==> src/hw/rtl/gkg_pkg.sv <==
package gkg_pkg;

	localparam int NUM_W = 43;
	localparam int DEN_W = 28;
	localparam logic [16:0] LOG2E_Q16 = 17'd94548;
	localparam logic [17:0] RAW_ONE = 18'd131072;

	typedef logic [29:0] pow_tab_t [16];

	typedef enum logic [3:0] {
		S_IDLE,
		S_XSTART,
		S_XDIV,
		S_YMUL,
		S_EXP,
		S_STORE,
		S_RSTART,
		S_WSTART,
		S_WDIV,
		S_OUT
	} state_t;

	typedef struct packed {
		logic load;
		logic div_x_start;
		logic div_w_start;
		logic div_step;
		logic mul_y;
		logic exp_step;
		logic store;
		logic idx_inc;
		logic idx_clr;
		logic ram_read;
		logic out_load;
	} cmd_t;

	typedef struct packed {
		logic div_done;
		logic exp_done;
		logic idx_last;
	} status_t;

	function automatic logic [63:0] isqrt64(logic [63:0] v);
		logic [63:0] res;
		logic [63:0] bit_v;
		logic [63:0] rem;
		res = '0;
		bit_v = 64'd1 << 62;
		rem = v;
		for (int k = 0; k < 32; k++) begin
			if (rem >= res + bit_v) begin
				rem = rem - (res + bit_v);
				res = (res >> 1) + bit_v;
			end else begin
				res = res >> 1;
			end
			bit_v = bit_v >> 2;
		end
		return res;
	endfunction

	// entry k holds 2^(-2^-(k+1)) in Q30
	function automatic pow_tab_t build_pow_tab();
		pow_tab_t tab;
		logic [63:0] t;
		t = isqrt64(64'd1 << 59);
		tab[0] = t[29:0];
		for (int j = 1; j < 16; j++) begin
			t = isqrt64(t << 30);
			tab[j] = t[29:0];
		end
		return tab;
	endfunction

endpackage

==> src/hw/rtl/gaussian_kernel_generator_unit.sv <==
// Gaussian kernel generator.
// Input channel (in_valid/in_ready, sigma_q8): one transfer per kernel, sigma in Q6.8.
// Output channel (out_valid/out_ready): radius+1 transfers, centre tap first, each
// carrying tap_index, tap_weight (Q0.16, saturated), kernel_radius and last_tap.
// A new sigma is taken only when the previous kernel has been fully drained.
// Build phase, per tap: 43-step restoring divide, y multiply, 16-step exp
// product chain, store. Emit phase, per tap: raw weight RAM read, 43-step
// normalizing divide, output. Both phases share one serial divider.
// The output stays registered and held while out_ready is low; the block waits.
// Reset (arst_n low) returns the controller to idle with no output pending.
// Raw weights live in a small RAM; every entry is written before it is read.
module gaussian_kernel_generator_unit #(
	parameter int MAX_RADIUS = 32
) (
	input  logic        clk,
	input  logic        arst_n,
	input  logic        in_valid,
	output logic        in_ready,
	input  logic [13:0] sigma_q8,
	output logic        out_valid,
	input  logic        out_ready,
	output logic [5:0]  tap_index,
	output logic [15:0] tap_weight,
	output logic [5:0]  kernel_radius,
	output logic        last_tap
);
	import gkg_pkg::*;

	cmd_t    cmd;
	status_t sts;

	gkg_ctrl u_ctrl (
		.clk       (clk),
		.arst_n    (arst_n),
		.in_valid  (in_valid),
		.in_ready  (in_ready),
		.out_valid (out_valid),
		.out_ready (out_ready),
		.sts       (sts),
		.cmd       (cmd)
	);

	gkg_datapath #(.MAX_RADIUS(MAX_RADIUS)) u_dp (
		.clk           (clk),
		.arst_n        (arst_n),
		.sigma_q8      (sigma_q8),
		.cmd           (cmd),
		.sts           (sts),
		.tap_index     (tap_index),
		.tap_weight    (tap_weight),
		.kernel_radius (kernel_radius),
		.last_tap      (last_tap)
	);

	a_no_overlap: assert property (@(posedge clk) disable iff (!arst_n)
		out_valid |-> !in_ready) else $error("input taken while kernel pending");

	a_last_at_radius: assert property (@(posedge clk) disable iff (!arst_n)
		(out_valid && last_tap) |-> (tap_index == kernel_radius))
		else $error("last tap not at radius");

	a_radius_clamped: assert property (@(posedge clk) disable iff (!arst_n)
		out_valid |-> (32'(kernel_radius) <= MAX_RADIUS)) else $error("radius over max");

	a_idle_after_last: assert property (@(posedge clk) disable iff (!arst_n)
		(out_valid && out_ready && last_tap) |=> in_ready)
		else $error("not idle after last tap");

endmodule

==> src/hw/rtl/gkg_ram.sv <==
module gkg_ram #(
	parameter int WIDTH = 18,
	parameter int DEPTH = 33
) (
	input  logic                     clk,
	input  logic                     we,
	input  logic [$clog2(DEPTH)-1:0] waddr,
	input  logic [WIDTH-1:0]         wdata,
	input  logic                     re,
	input  logic [$clog2(DEPTH)-1:0] raddr,
	output logic [WIDTH-1:0]         rdata
);

	logic [WIDTH-1:0] mem_q [DEPTH];

	always_ff @(posedge clk) begin
		if (we) begin
			mem_q[waddr] <= wdata;
		end
		if (re) begin
			rdata <= mem_q[raddr];
		end
	end

endmodule

==> src/hw/rtl/gkg_ctrl.sv <==
module gkg_ctrl (
	input  logic            clk,
	input  logic            arst_n,
	input  logic            in_valid,
	output logic            in_ready,
	output logic            out_valid,
	input  logic            out_ready,
	input  gkg_pkg::status_t sts,
	output gkg_pkg::cmd_t   cmd
);
	import gkg_pkg::*;

	state_t state_q, state_d;

	always_ff @(posedge clk or negedge arst_n) begin
		if (!arst_n) begin
			state_q <= S_IDLE;
		end else begin
			state_q <= state_d;
		end
	end

	always_comb begin
		state_d = state_q;
		case (state_q)
			S_IDLE:   if (in_valid) state_d = S_XSTART;
			S_XSTART: state_d = S_XDIV;
			S_XDIV:   if (sts.div_done) state_d = S_YMUL;
			S_YMUL:   state_d = S_EXP;
			S_EXP:    if (sts.exp_done) state_d = S_STORE;
			S_STORE:  state_d = sts.idx_last ? S_RSTART : S_XSTART;
			S_RSTART: state_d = S_WSTART;
			S_WSTART: state_d = S_WDIV;
			S_WDIV:   if (sts.div_done) state_d = S_OUT;
			S_OUT:    if (out_ready) state_d = sts.idx_last ? S_IDLE : S_RSTART;
			default:  state_d = S_IDLE;
		endcase
	end

	always_comb begin
		cmd = '0;
		in_ready = 1'b0;
		out_valid = 1'b0;
		case (state_q)
			S_IDLE: begin
				in_ready = 1'b1;
				cmd.load = in_valid;
			end
			S_XSTART: cmd.div_x_start = 1'b1;
			S_XDIV: begin
				cmd.div_step = !sts.div_done;
			end
			S_YMUL: cmd.mul_y = 1'b1;
			S_EXP: cmd.exp_step = !sts.exp_done;
			S_STORE: begin
				cmd.store = 1'b1;
				cmd.idx_clr = sts.idx_last;
				cmd.idx_inc = !sts.idx_last;
			end
			S_RSTART: cmd.ram_read = 1'b1;
			S_WSTART: cmd.div_w_start = 1'b1;
			S_WDIV: begin
				cmd.div_step = !sts.div_done;
				cmd.out_load = sts.div_done;
			end
			S_OUT: begin
				out_valid = 1'b1;
				cmd.idx_inc = out_ready && !sts.idx_last;
			end
			default: ;
		endcase
	end

endmodule

==> src/hw/rtl/gkg_datapath.sv <==
module gkg_datapath #(
	parameter int MAX_RADIUS = 32
) (
	input  logic             clk,
	input  logic             arst_n,
	input  logic [13:0]      sigma_q8,
	input  gkg_pkg::cmd_t    cmd,
	output gkg_pkg::status_t sts,
	output logic [5:0]       tap_index,
	output logic [15:0]      tap_weight,
	output logic [5:0]       kernel_radius,
	output logic             last_tap
);
	import gkg_pkg::*;

	localparam int AW = $clog2(MAX_RADIUS + 1);
	localparam logic [7:0] MAX_RAD8 = 8'(MAX_RADIUS);
	localparam pow_tab_t POW_TAB = build_pow_tab();

	logic [5:0]       rad_q;
	logic [5:0]       idx_q;
	logic [DEN_W-1:0] den_q;
	logic [23:0]      total_q;
	logic [NUM_W-1:0] num_q;
	logic [NUM_W-1:0] quo_q;
	logic [DEN_W:0]   rem_q;
	logic [DEN_W-1:0] dvs_q;
	logic [5:0]       dcnt_q;
	logic [4:0]       n_q;
	logic [15:0]      f_q;
	logic [4:0]       j_q;
	logic [30:0]      r_q;
	logic             tail_q;
	logic [5:0]       tap_index_q;
	logic [15:0]      tap_weight_q;
	logic             last_q;

	logic [7:0]       rad_full;
	logic [5:0]       rad_new;
	logic [DEN_W:0]   rem_sh;
	logic             ge;
	logic [36:0]      prod_y;
	logic [60:0]      prod_e;
	logic [5:0]       sh;
	logic [39:0]      rnd;
	logic [17:0]      raw;
	logic [17:0]      ram_rdata;
	logic [11:0]      idx_sq;
	logic [34:0]      num_w;

	assign rad_full = 8'((15'(sigma_q8) + 15'd127) >> 7);
	assign rad_new  = (rad_full > MAX_RAD8) ? MAX_RAD8[5:0] : rad_full[5:0];
	assign idx_sq   = 12'(idx_q * idx_q);
	assign num_w    = {1'b0, ram_rdata, 16'b0} + 35'(total_q >> 1);

	assign rem_sh = {rem_q[DEN_W-1:0], num_q[NUM_W-1]};
	assign ge     = rem_sh >= {1'b0, dvs_q};

	assign prod_y = 37'(quo_q[19:0] * LOG2E_Q16) + 37'd32768;
	assign prod_e = r_q * POW_TAB[j_q[3:0]];

	assign sh  = 6'(n_q) + 6'd13;
	assign rnd = ({9'b0, r_q} + (40'd1 << (sh - 6'd1))) >> sh;
	assign raw = (idx_q == 6'd0) ? RAW_ONE : (tail_q ? 18'd0 : rnd[17:0]);

	assign sts.div_done = dcnt_q == 6'd0;
	assign sts.exp_done = j_q == 5'd16;
	assign sts.idx_last = idx_q == rad_q;

	always_ff @(posedge clk or negedge arst_n) begin
		if (!arst_n) begin
			rad_q <= '0;
			total_q <= '0;
			idx_q <= '0;
			dcnt_q <= '0;
			j_q <= '0;
		end else begin
			if (cmd.load) begin
				rad_q <= rad_new;
				total_q <= '0;
				idx_q <= '0;
			end
			if (cmd.idx_inc) idx_q <= idx_q + 6'd1;
			if (cmd.idx_clr) idx_q <= '0;
			if (cmd.store) begin
				total_q <= total_q + ((idx_q == 6'd0) ? 24'(raw) : 24'({raw, 1'b0}));
			end
			if (cmd.div_x_start || cmd.div_w_start) dcnt_q <= 6'(NUM_W);
			if (cmd.div_step) dcnt_q <= dcnt_q - 6'd1;
			if (cmd.mul_y) j_q <= '0;
			if (cmd.exp_step) j_q <= j_q + 5'd1;
		end
	end

	always_ff @(posedge clk) begin
		if (cmd.load) begin
			den_q <= DEN_W'(sigma_q8 * sigma_q8);
		end
		if (cmd.div_x_start) begin
			num_q <= {idx_sq, 31'b0};
			dvs_q <= den_q;
			rem_q <= '0;
		end
		if (cmd.div_w_start) begin
			num_q <= NUM_W'(num_w);
			dvs_q <= DEN_W'(total_q);
			rem_q <= '0;
		end
		if (cmd.div_step) begin
			num_q <= {num_q[NUM_W-2:0], 1'b0};
			quo_q <= {quo_q[NUM_W-2:0], ge};
			rem_q <= ge ? (rem_sh - {1'b0, dvs_q}) : rem_sh;
		end
		if (cmd.mul_y) begin
			n_q <= prod_y[36:32];
			f_q <= prod_y[31:16];
			tail_q <= |quo_q[NUM_W-1:20];
			r_q <= 31'd1 << 30;
		end
		if (cmd.exp_step) begin
			f_q <= {f_q[14:0], 1'b0};
			if (f_q[15]) r_q <= 31'((prod_e + 61'd536870912) >> 30);
		end
		if (cmd.out_load) begin
			tap_index_q <= idx_q;
			last_q <= idx_q == rad_q;
			if (total_q == 24'd0) begin
				tap_weight_q <= '0;
			end else if (|quo_q[NUM_W-1:16]) begin
				tap_weight_q <= 16'hFFFF;
			end else begin
				tap_weight_q <= quo_q[15:0];
			end
		end
	end

	gkg_ram #(.WIDTH(18), .DEPTH(MAX_RADIUS + 1)) u_ram (
		.clk   (clk),
		.we    (cmd.store),
		.waddr (idx_q[AW-1:0]),
		.wdata (raw),
		.re    (cmd.ram_read),
		.raddr (idx_q[AW-1:0]),
		.rdata (ram_rdata)
	);

	assign tap_index     = tap_index_q;
	assign tap_weight    = tap_weight_q;
	assign kernel_radius = rad_q;
	assign last_tap      = last_q;

endmodule
==> config.mk <==
export PLATFORM = sky130hd
export DESIGN_NAME = gaussian_kernel_generator_unit
export DESIGN_NICKNAME = d
export VERILOG_FILES = /design/src/hw/rtl/gkg_pkg.sv /design/src/hw/rtl/gaussian_kernel_generator_unit.sv /design/src/hw/rtl/gkg_ram.sv /design/src/hw/rtl/gkg_ctrl.sv /design/src/hw/rtl/gkg_datapath.sv
export SDC_FILE = /design/constraint.sdc
export NUM_CORES = 2
export LEC_CHECK = 0
export BUFFER_PORTS_ARGS = -buffer_cell sky130_fd_sc_hd__buf_4
export CORE_MARGIN = 8
export CORE_UTILIZATION = 60
export CTS_CLUSTER_SIZE = 24
export DETAILED_ROUTE_END_ITERATION = 10
export GPL_ROUTABILITY_DRIVEN = 0
export HOLD_SLACK_MARGIN = 0.12
export PLACE_DENSITY = 0.9
export SLEW_MARGIN = 40
export SYNTH_ARGS = -nofsm -noshare
export SYNTH_HDL_FRONTEND = slang
export SYNTH_SLANG_ARGS = --single-unit
==> constraint.sdc <==
create_clock -name clk -period 8.1 [get_ports clk]
set_input_delay 0.405 -clock clk [delete_from_list [all_inputs] [get_ports clk]]
set_output_delay 0.405 -clock clk [all_outputs]
set_load 0.005 [all_outputs]
; ---- Word level (Yosys, flattened, before mapping)
; Memories as Yosys holds them, arrays and structs flattened. A register that Yosys moved wholly into a read port is not among the register bits.
; Index checks and enable logic that the tools add are counted.
[totals]
elab_cells = 133
ramBits = 594
mem_count = 2
output_inout_bits = 31
rom_bits = 480
reg_bits = 297
[classes]
bitwise = 1
addsub = 12
n_reduce_logical = 19
order_cmp = 3
n_mux = 53
n_eq_ne = 16
n_shift = 2
mul = 4
[mem_list]
columns = memory, depth, word_bits, read_ports, rd_clocked_by_memory_dff, wr, line_no
row1 = u_dp.u_ram.mem_q, 33, 18, 1, 1, 1, gkg_ram.sv:14  ; logic [WIDTH-1:0] mem_q [DEPTH];
row2 = (name not given), 16, 30, 1, 0, 0, gkg_datapath.sv:60  ; assign prod_e = r_q * POW_TAB[j_q[3:0]];
[op_table]
columns = operator, count
row1 = $mux 43, 3
row2 = $mux 28, 4
row3 = $mux 24, 4
row4 = $mux 31, 3
row5 = $add 61x30->61 const B, 1
row6 = $mul 31x30->61, 1
row7 = $mux 30, 2
row8 = $mux 16, 3
row9 = $add 31x40->40, 1
row10 = $pmux 4 s10, 1
row11 = $shl 1x6->40 const A, 1
row12 = $shr 40x6->18, 1
row13 = $add 37x16->37 const B, 1
row14 = $mux 18, 2
row15 = $mux 6, 6
row16 = $add 34x23->35, 1
row17 = $mul 20x15->35 const B, 1
row18 = $ge 29x28->1, 1
row19 = $mul 14x14->28, 1
row20 = $sub 28x28->28, 1
row21 = $reduce_or 27->1, 1
row22 = $add 24x24->24, 1
row23 = $logic_not 24->1, 1
row24 = $reduce_or 23->1, 1
row25 = other kinds (32), 67

; ---- Depth between registers and ports, before layout
[depth]
ltp_word = 10
ltp_mapped = 38

; ---- By module
; A second synthesis with hierarchy kept.
[hier_totals]
hier_cells = 7604
area_unflattened_um2 = 82308.9
[by_module_without_submodules]
columns = mod, area_each_um2, n_inst, seq_area_each_um2, cells_each
row1 = gkg_datapath, 57978.1, 1, 8162.8, 6284
row2 = gkg_ram, 23871.6, 1, 18377.6, 1266
row3 = gkg_ctrl, 459.2, 1, 100.1, 54

; ---- Least setup slack after synthesis
; No wires, ideal clock.
[synth_path]
path_type = register to register
from = reg u_dp.j_q[1]
to = reg u_dp.r_q[19]
t_arrival_ns = 8.859
path_stages_with_launch = 35
path_slack_ns = -0.821
synth_period_minus_slack_ns = 8.921
path_cell_list = dfrtp_1 > clkbuf_1 > inv_1 > ha_1 > clkbuf_1 > a21oi_1 > a21oi_1 > nor2_1 > clkbuf_1 > clkbuf_1 > nand2_1 > fa_1 > fa_1 > fa_1 > fa_1 > inv_1 > fa_1 > fa_1 > fa_1 > inv_1 > fa_1 > inv_1 > ha_1 > clkbuf_1 > nand4_1 > nor4_1 > nand4_1 > o2111ai_1 > and2_1 > clkbuf_1 > a41oi_1 > o31ai_1 > a21oi_1 > or4_1 > nand3_1
[synth_between]
elab_chain_len = 8
elab_cells_between_ends = 11
cone_classes = add/sub: 1 / mul: 1 / eq/ne: 1 / mux: 5 / bitwise: 1 / reduce/logical: 1 / memory: 1
[synth_lines]
columns = element, line_no
row1 = "start, declared", gkg_datapath.sv:31  ; logic [4:0] j_q;
row2 = "start signal, assigned", gkg_datapath.sv:91  ; if (cmd.exp_step) j_q <= j_q + 5'd1;
row3 = $not 4->5 (not written as such), gkg_datapath.sv:60
row4 = $mem_v2 16x30, --
row5 = $mux 30 (not written as such) (2 in a row), gkg_datapath.sv:60
row6 = $mul 31x30->61, gkg_datapath.sv:60
row7 = $add 61x30->61, gkg_datapath.sv:122  ; if (f_q[15]) r_q <= 31'((prod_e + 61'd536870912) >> 30);
row8 = $mux 31, gkg_datapath.sv:122
row9 = $mux 31 *, gkg_datapath.sv:120  ; if (cmd.exp_step) begin
row10 = "end signal, assigned", gkg_datapath.sv:118  ; r_q <= 31'd1 << 30;
row11 = "end signal, assigned", gkg_datapath.sv:122
row12 = "end, declared", gkg_datapath.sv:32  ; logic [30:0] r_q;
; Every way passes the cells marked *; elsewhere a longest branch is shown, timed or not. The select of a mux whose other input is x is not followed.
; A chain may end at the register's enable or synchronous reset.

; ---- Worst setup path after layout
[layout_path]
from = reg u_dp.j_q[0]
to = reg u_dp.r_q[28]
; The elaborated chain is that of the path after synthesis.

==> impl_metrics.ini <==
[clock_network]
clockBufferDepth = 3
clkLatencyLatePin_ns = 0.75
cts_root_buf = clkbuf_16
clock_sinks = 908
cts_made_buffers = 86
htree_levels = 3
cts_tree = done
clk_pin_slew_ns = 0.08

[floorplanning]
die_w_um = 385
die_h_um = 385
io_pins = 49
die_area_mm2 = 0.148
row_count = 135
start_util_pct = 60.4
core_mm2 = 0.135

[detailed_routing]
top_layer = met5
dr.pass1.iters = 10
dr_wl_met2_mm = 113
drt-wirelength-per-cell_um = 24.4
ant_nets = 0
vias_per_cell = 6.48
vias = 63300
drc = 0
drt-met1-wl_mm = 75.8
met3_length_mm = 28.8
routed_wl_mm = 238
drt_iter0_drc = 8393

[worst_setup_path]
slowest_delay_ns = 0.58
critPathKind = reg -> reg
crit_path_top_delay_cell = fa_2
setup.worst_path.end_class = flip-flop
arrival_ns = 9.31
required_ns = 8.65
crit_path_max_fanout = 4
cpMostUsedCell = fa_1
start_kind = flip-flop

[synthesis]
synth_top_family_by_area = adder cells
synth-simple-area-share_pct = 12.1
synth_sequential_area_ratio_pct = 32.5
avgSynthCellArea_um2 = 10.6
yosysWarnings = 0
syn-num-nets = 9402
yosys.area_share.adder_pct = 34.7
synth-xor-area-share_pct = 2.07
netlist_area_mm2 = 0.0818
ys_async_sr_fraction_pct = 5.62
ys_ff_latch = 908
synth_compound_area_share_pct = 9.43
synth_mux_area_share_pct = 1.31
synth-edff-count = 820
ys_dominant_reg_cell = edfxtp_1
synth_cell_types = 98
syn_inst = 7730

[status]
status = finished with violations
failed_checks = negative setup slack

[cells_and_area]
final_cell_mix = 1,290 x inv_1, 991 x fa_1, 828 x nand2_1
fin_cells = 9769
fin_nets = 9585
drive_gt1_share_pct = 11.8
final_common_cell = inv_1
syn_to_final_growth_pct = 11.0

[grt]
grt_pass1_vias = 67600
track_usage_pct = 31.3
grt_max_degree = 72
antenna_found_initial = 11
grt_pass1_wl_mm = 365
grt_overflow_total = 0

[place]
dpl.hpwl_mm = 162
port_buffers = 48
place_inst = 9557
post-place-ws_ns = -0.800

[sta]
fin_skew_ns = 0.0707
rsz0062_at_grt = yes
fin_crit_sh_pct = 108
setup_viol = 27
min_period_ns = 8.76
hold_violations = 0
timing.final.ws_setup_ns = -0.664
drv_slew = 0
slew-limit-headroom_pct = 4.09
tightestPinTransition_ns = 1.43
max_clock_freq_mhz = 114

[run]
max_cap_violations = 0

[worst_hold_path]
worstHoldPathType = in -> async
-- Yosys cell counts, types with 140 or more instances --
cell / n / share of area (%)
ha_1: 625 / 9.6
inv_1: 1324 / 6.1
and2_1: 439 / 3.4
fa_1: 1029 / 25
a21oi_1: 251 / 1.5
nor2_1: 280 / 1.3
a22oi_1: 146 / 1.3
clkbuf_1: 343 / 1.6
o21ai_0: 199 / 1.2
edfxtp_1: 820 / 30
nand2_1: 837 / 3.8
nand3_1: 140 / 0.86
-- registers in the layout, summed over array words and instances (netlist names), 18 cells and up --
name,count
u_dp.den_q,27
u_dp.dvs_q,28
u_dp.num_q,43
u_dp.quo_q,43
u_dp.r_q,31
u_dp.rem_q,28
u_dp.total_q,24
u_dp.u_ram.mem_q,594
u_dp.u_ram.rdata,18
-- routing by layer --
layer | track usage, % | vias to the layer above
met5 | 0 | -
met4 | 21.8 | 8
met3 | 7.93 | 1624
met2 | 51.7 | 5140
met1 | 35.8 | 30600
li1 | - | 25900
-- what timing repair did --
| item | 4_1_cts | 5_1_grt |
|---|---|---|
| setup buffers | 25 | 17 |
| endpoints found under the hold margin | 55 | 0 |
| endpoints found under the setup margin | 29 | 39 |
| pin swaps | 82 | 95 |
| gates resized for setup | 145 | 117 |
| hold buffers | 5 | 0 |
| gates cloned | 2 | 0 |
-- cell type report --
type                       count  area [um2]
inverter                    1333        5020
antenna                        6        15.0
sequential                   908       26700
clock buffer                 108        2260
timing repair buffer         468        3990
fill                        8691       44600
multi-input combinational   5116       50200
clock inverter                49         534
tap                         1781        2230
-- through the flow --
stage | cell area, um2 | setup TNS, ns | hold slack [ns] | util (%)
4_1_cts | 90300 | -3.92 | 0.122 | 66.6
3_5_place_dp | 86700 | -13.76 | 0.438 | 64.0
6_report | 90900 | -11.42 | 0.126 | 67.1
5_1_grt | 90900 | -18.29 | 0.160 | 67.1
2_1_floorplan | 82200 | -0.00956 | 0.109 | -
3_3_place_gp | 86600 | -5.89 | 0.432 | 63.9
-- cell families (layout without fill, tap and decap cells) --
logic type,count (synthesis),after routing
and+or+nand+nor,2048,2048
buffers and inverters,1707,1958
adders and majority gates,1654,1654
AOI/OAI and AO/OA,1128,1128
DFF,908,908
xor gates and xnor gates,193,193
muxes,91,92
other,1,7
-- worst max-delay path, delay by kind of cell, from the launching register on --
kind            cells  cell delay (ns)
mux                 1             0.57
fa+ha+maj          10             4.34
flops               1             0.44
simple gates        2             0.32
compound gates      9             2.07
xor+xnor            1             0.18
buf+inv             8             0.70
-- worst paths after layout --
kind / from / end / slack, ns / cells past startpoint
setup / recovery: u_dp.j_q[0] / u_dp.r_q[28] / -0.66 / 31
hold / removal: arst_n / u_dp.kernel_radius[5] / 0.13 / 2
setup reg to reg: u_dp.j_q[0] / u_dp.r_q[28] / -0.66 / 31
hold reg to reg: u_dp.quo_q[25] / u_dp.quo_q[26] / 0.45 / 0
max in group asynchronous: arst_n / u_dp.j_q[1] / 7.37 / 3
min in group clk: sigma_q8[7] / u_dp.kernel_radius[0] / 0.16 / 3
Power is left out: the tool's default activity adds up to more than one toggle a clock period on the data nets, which glitch-free logic cannot reach.
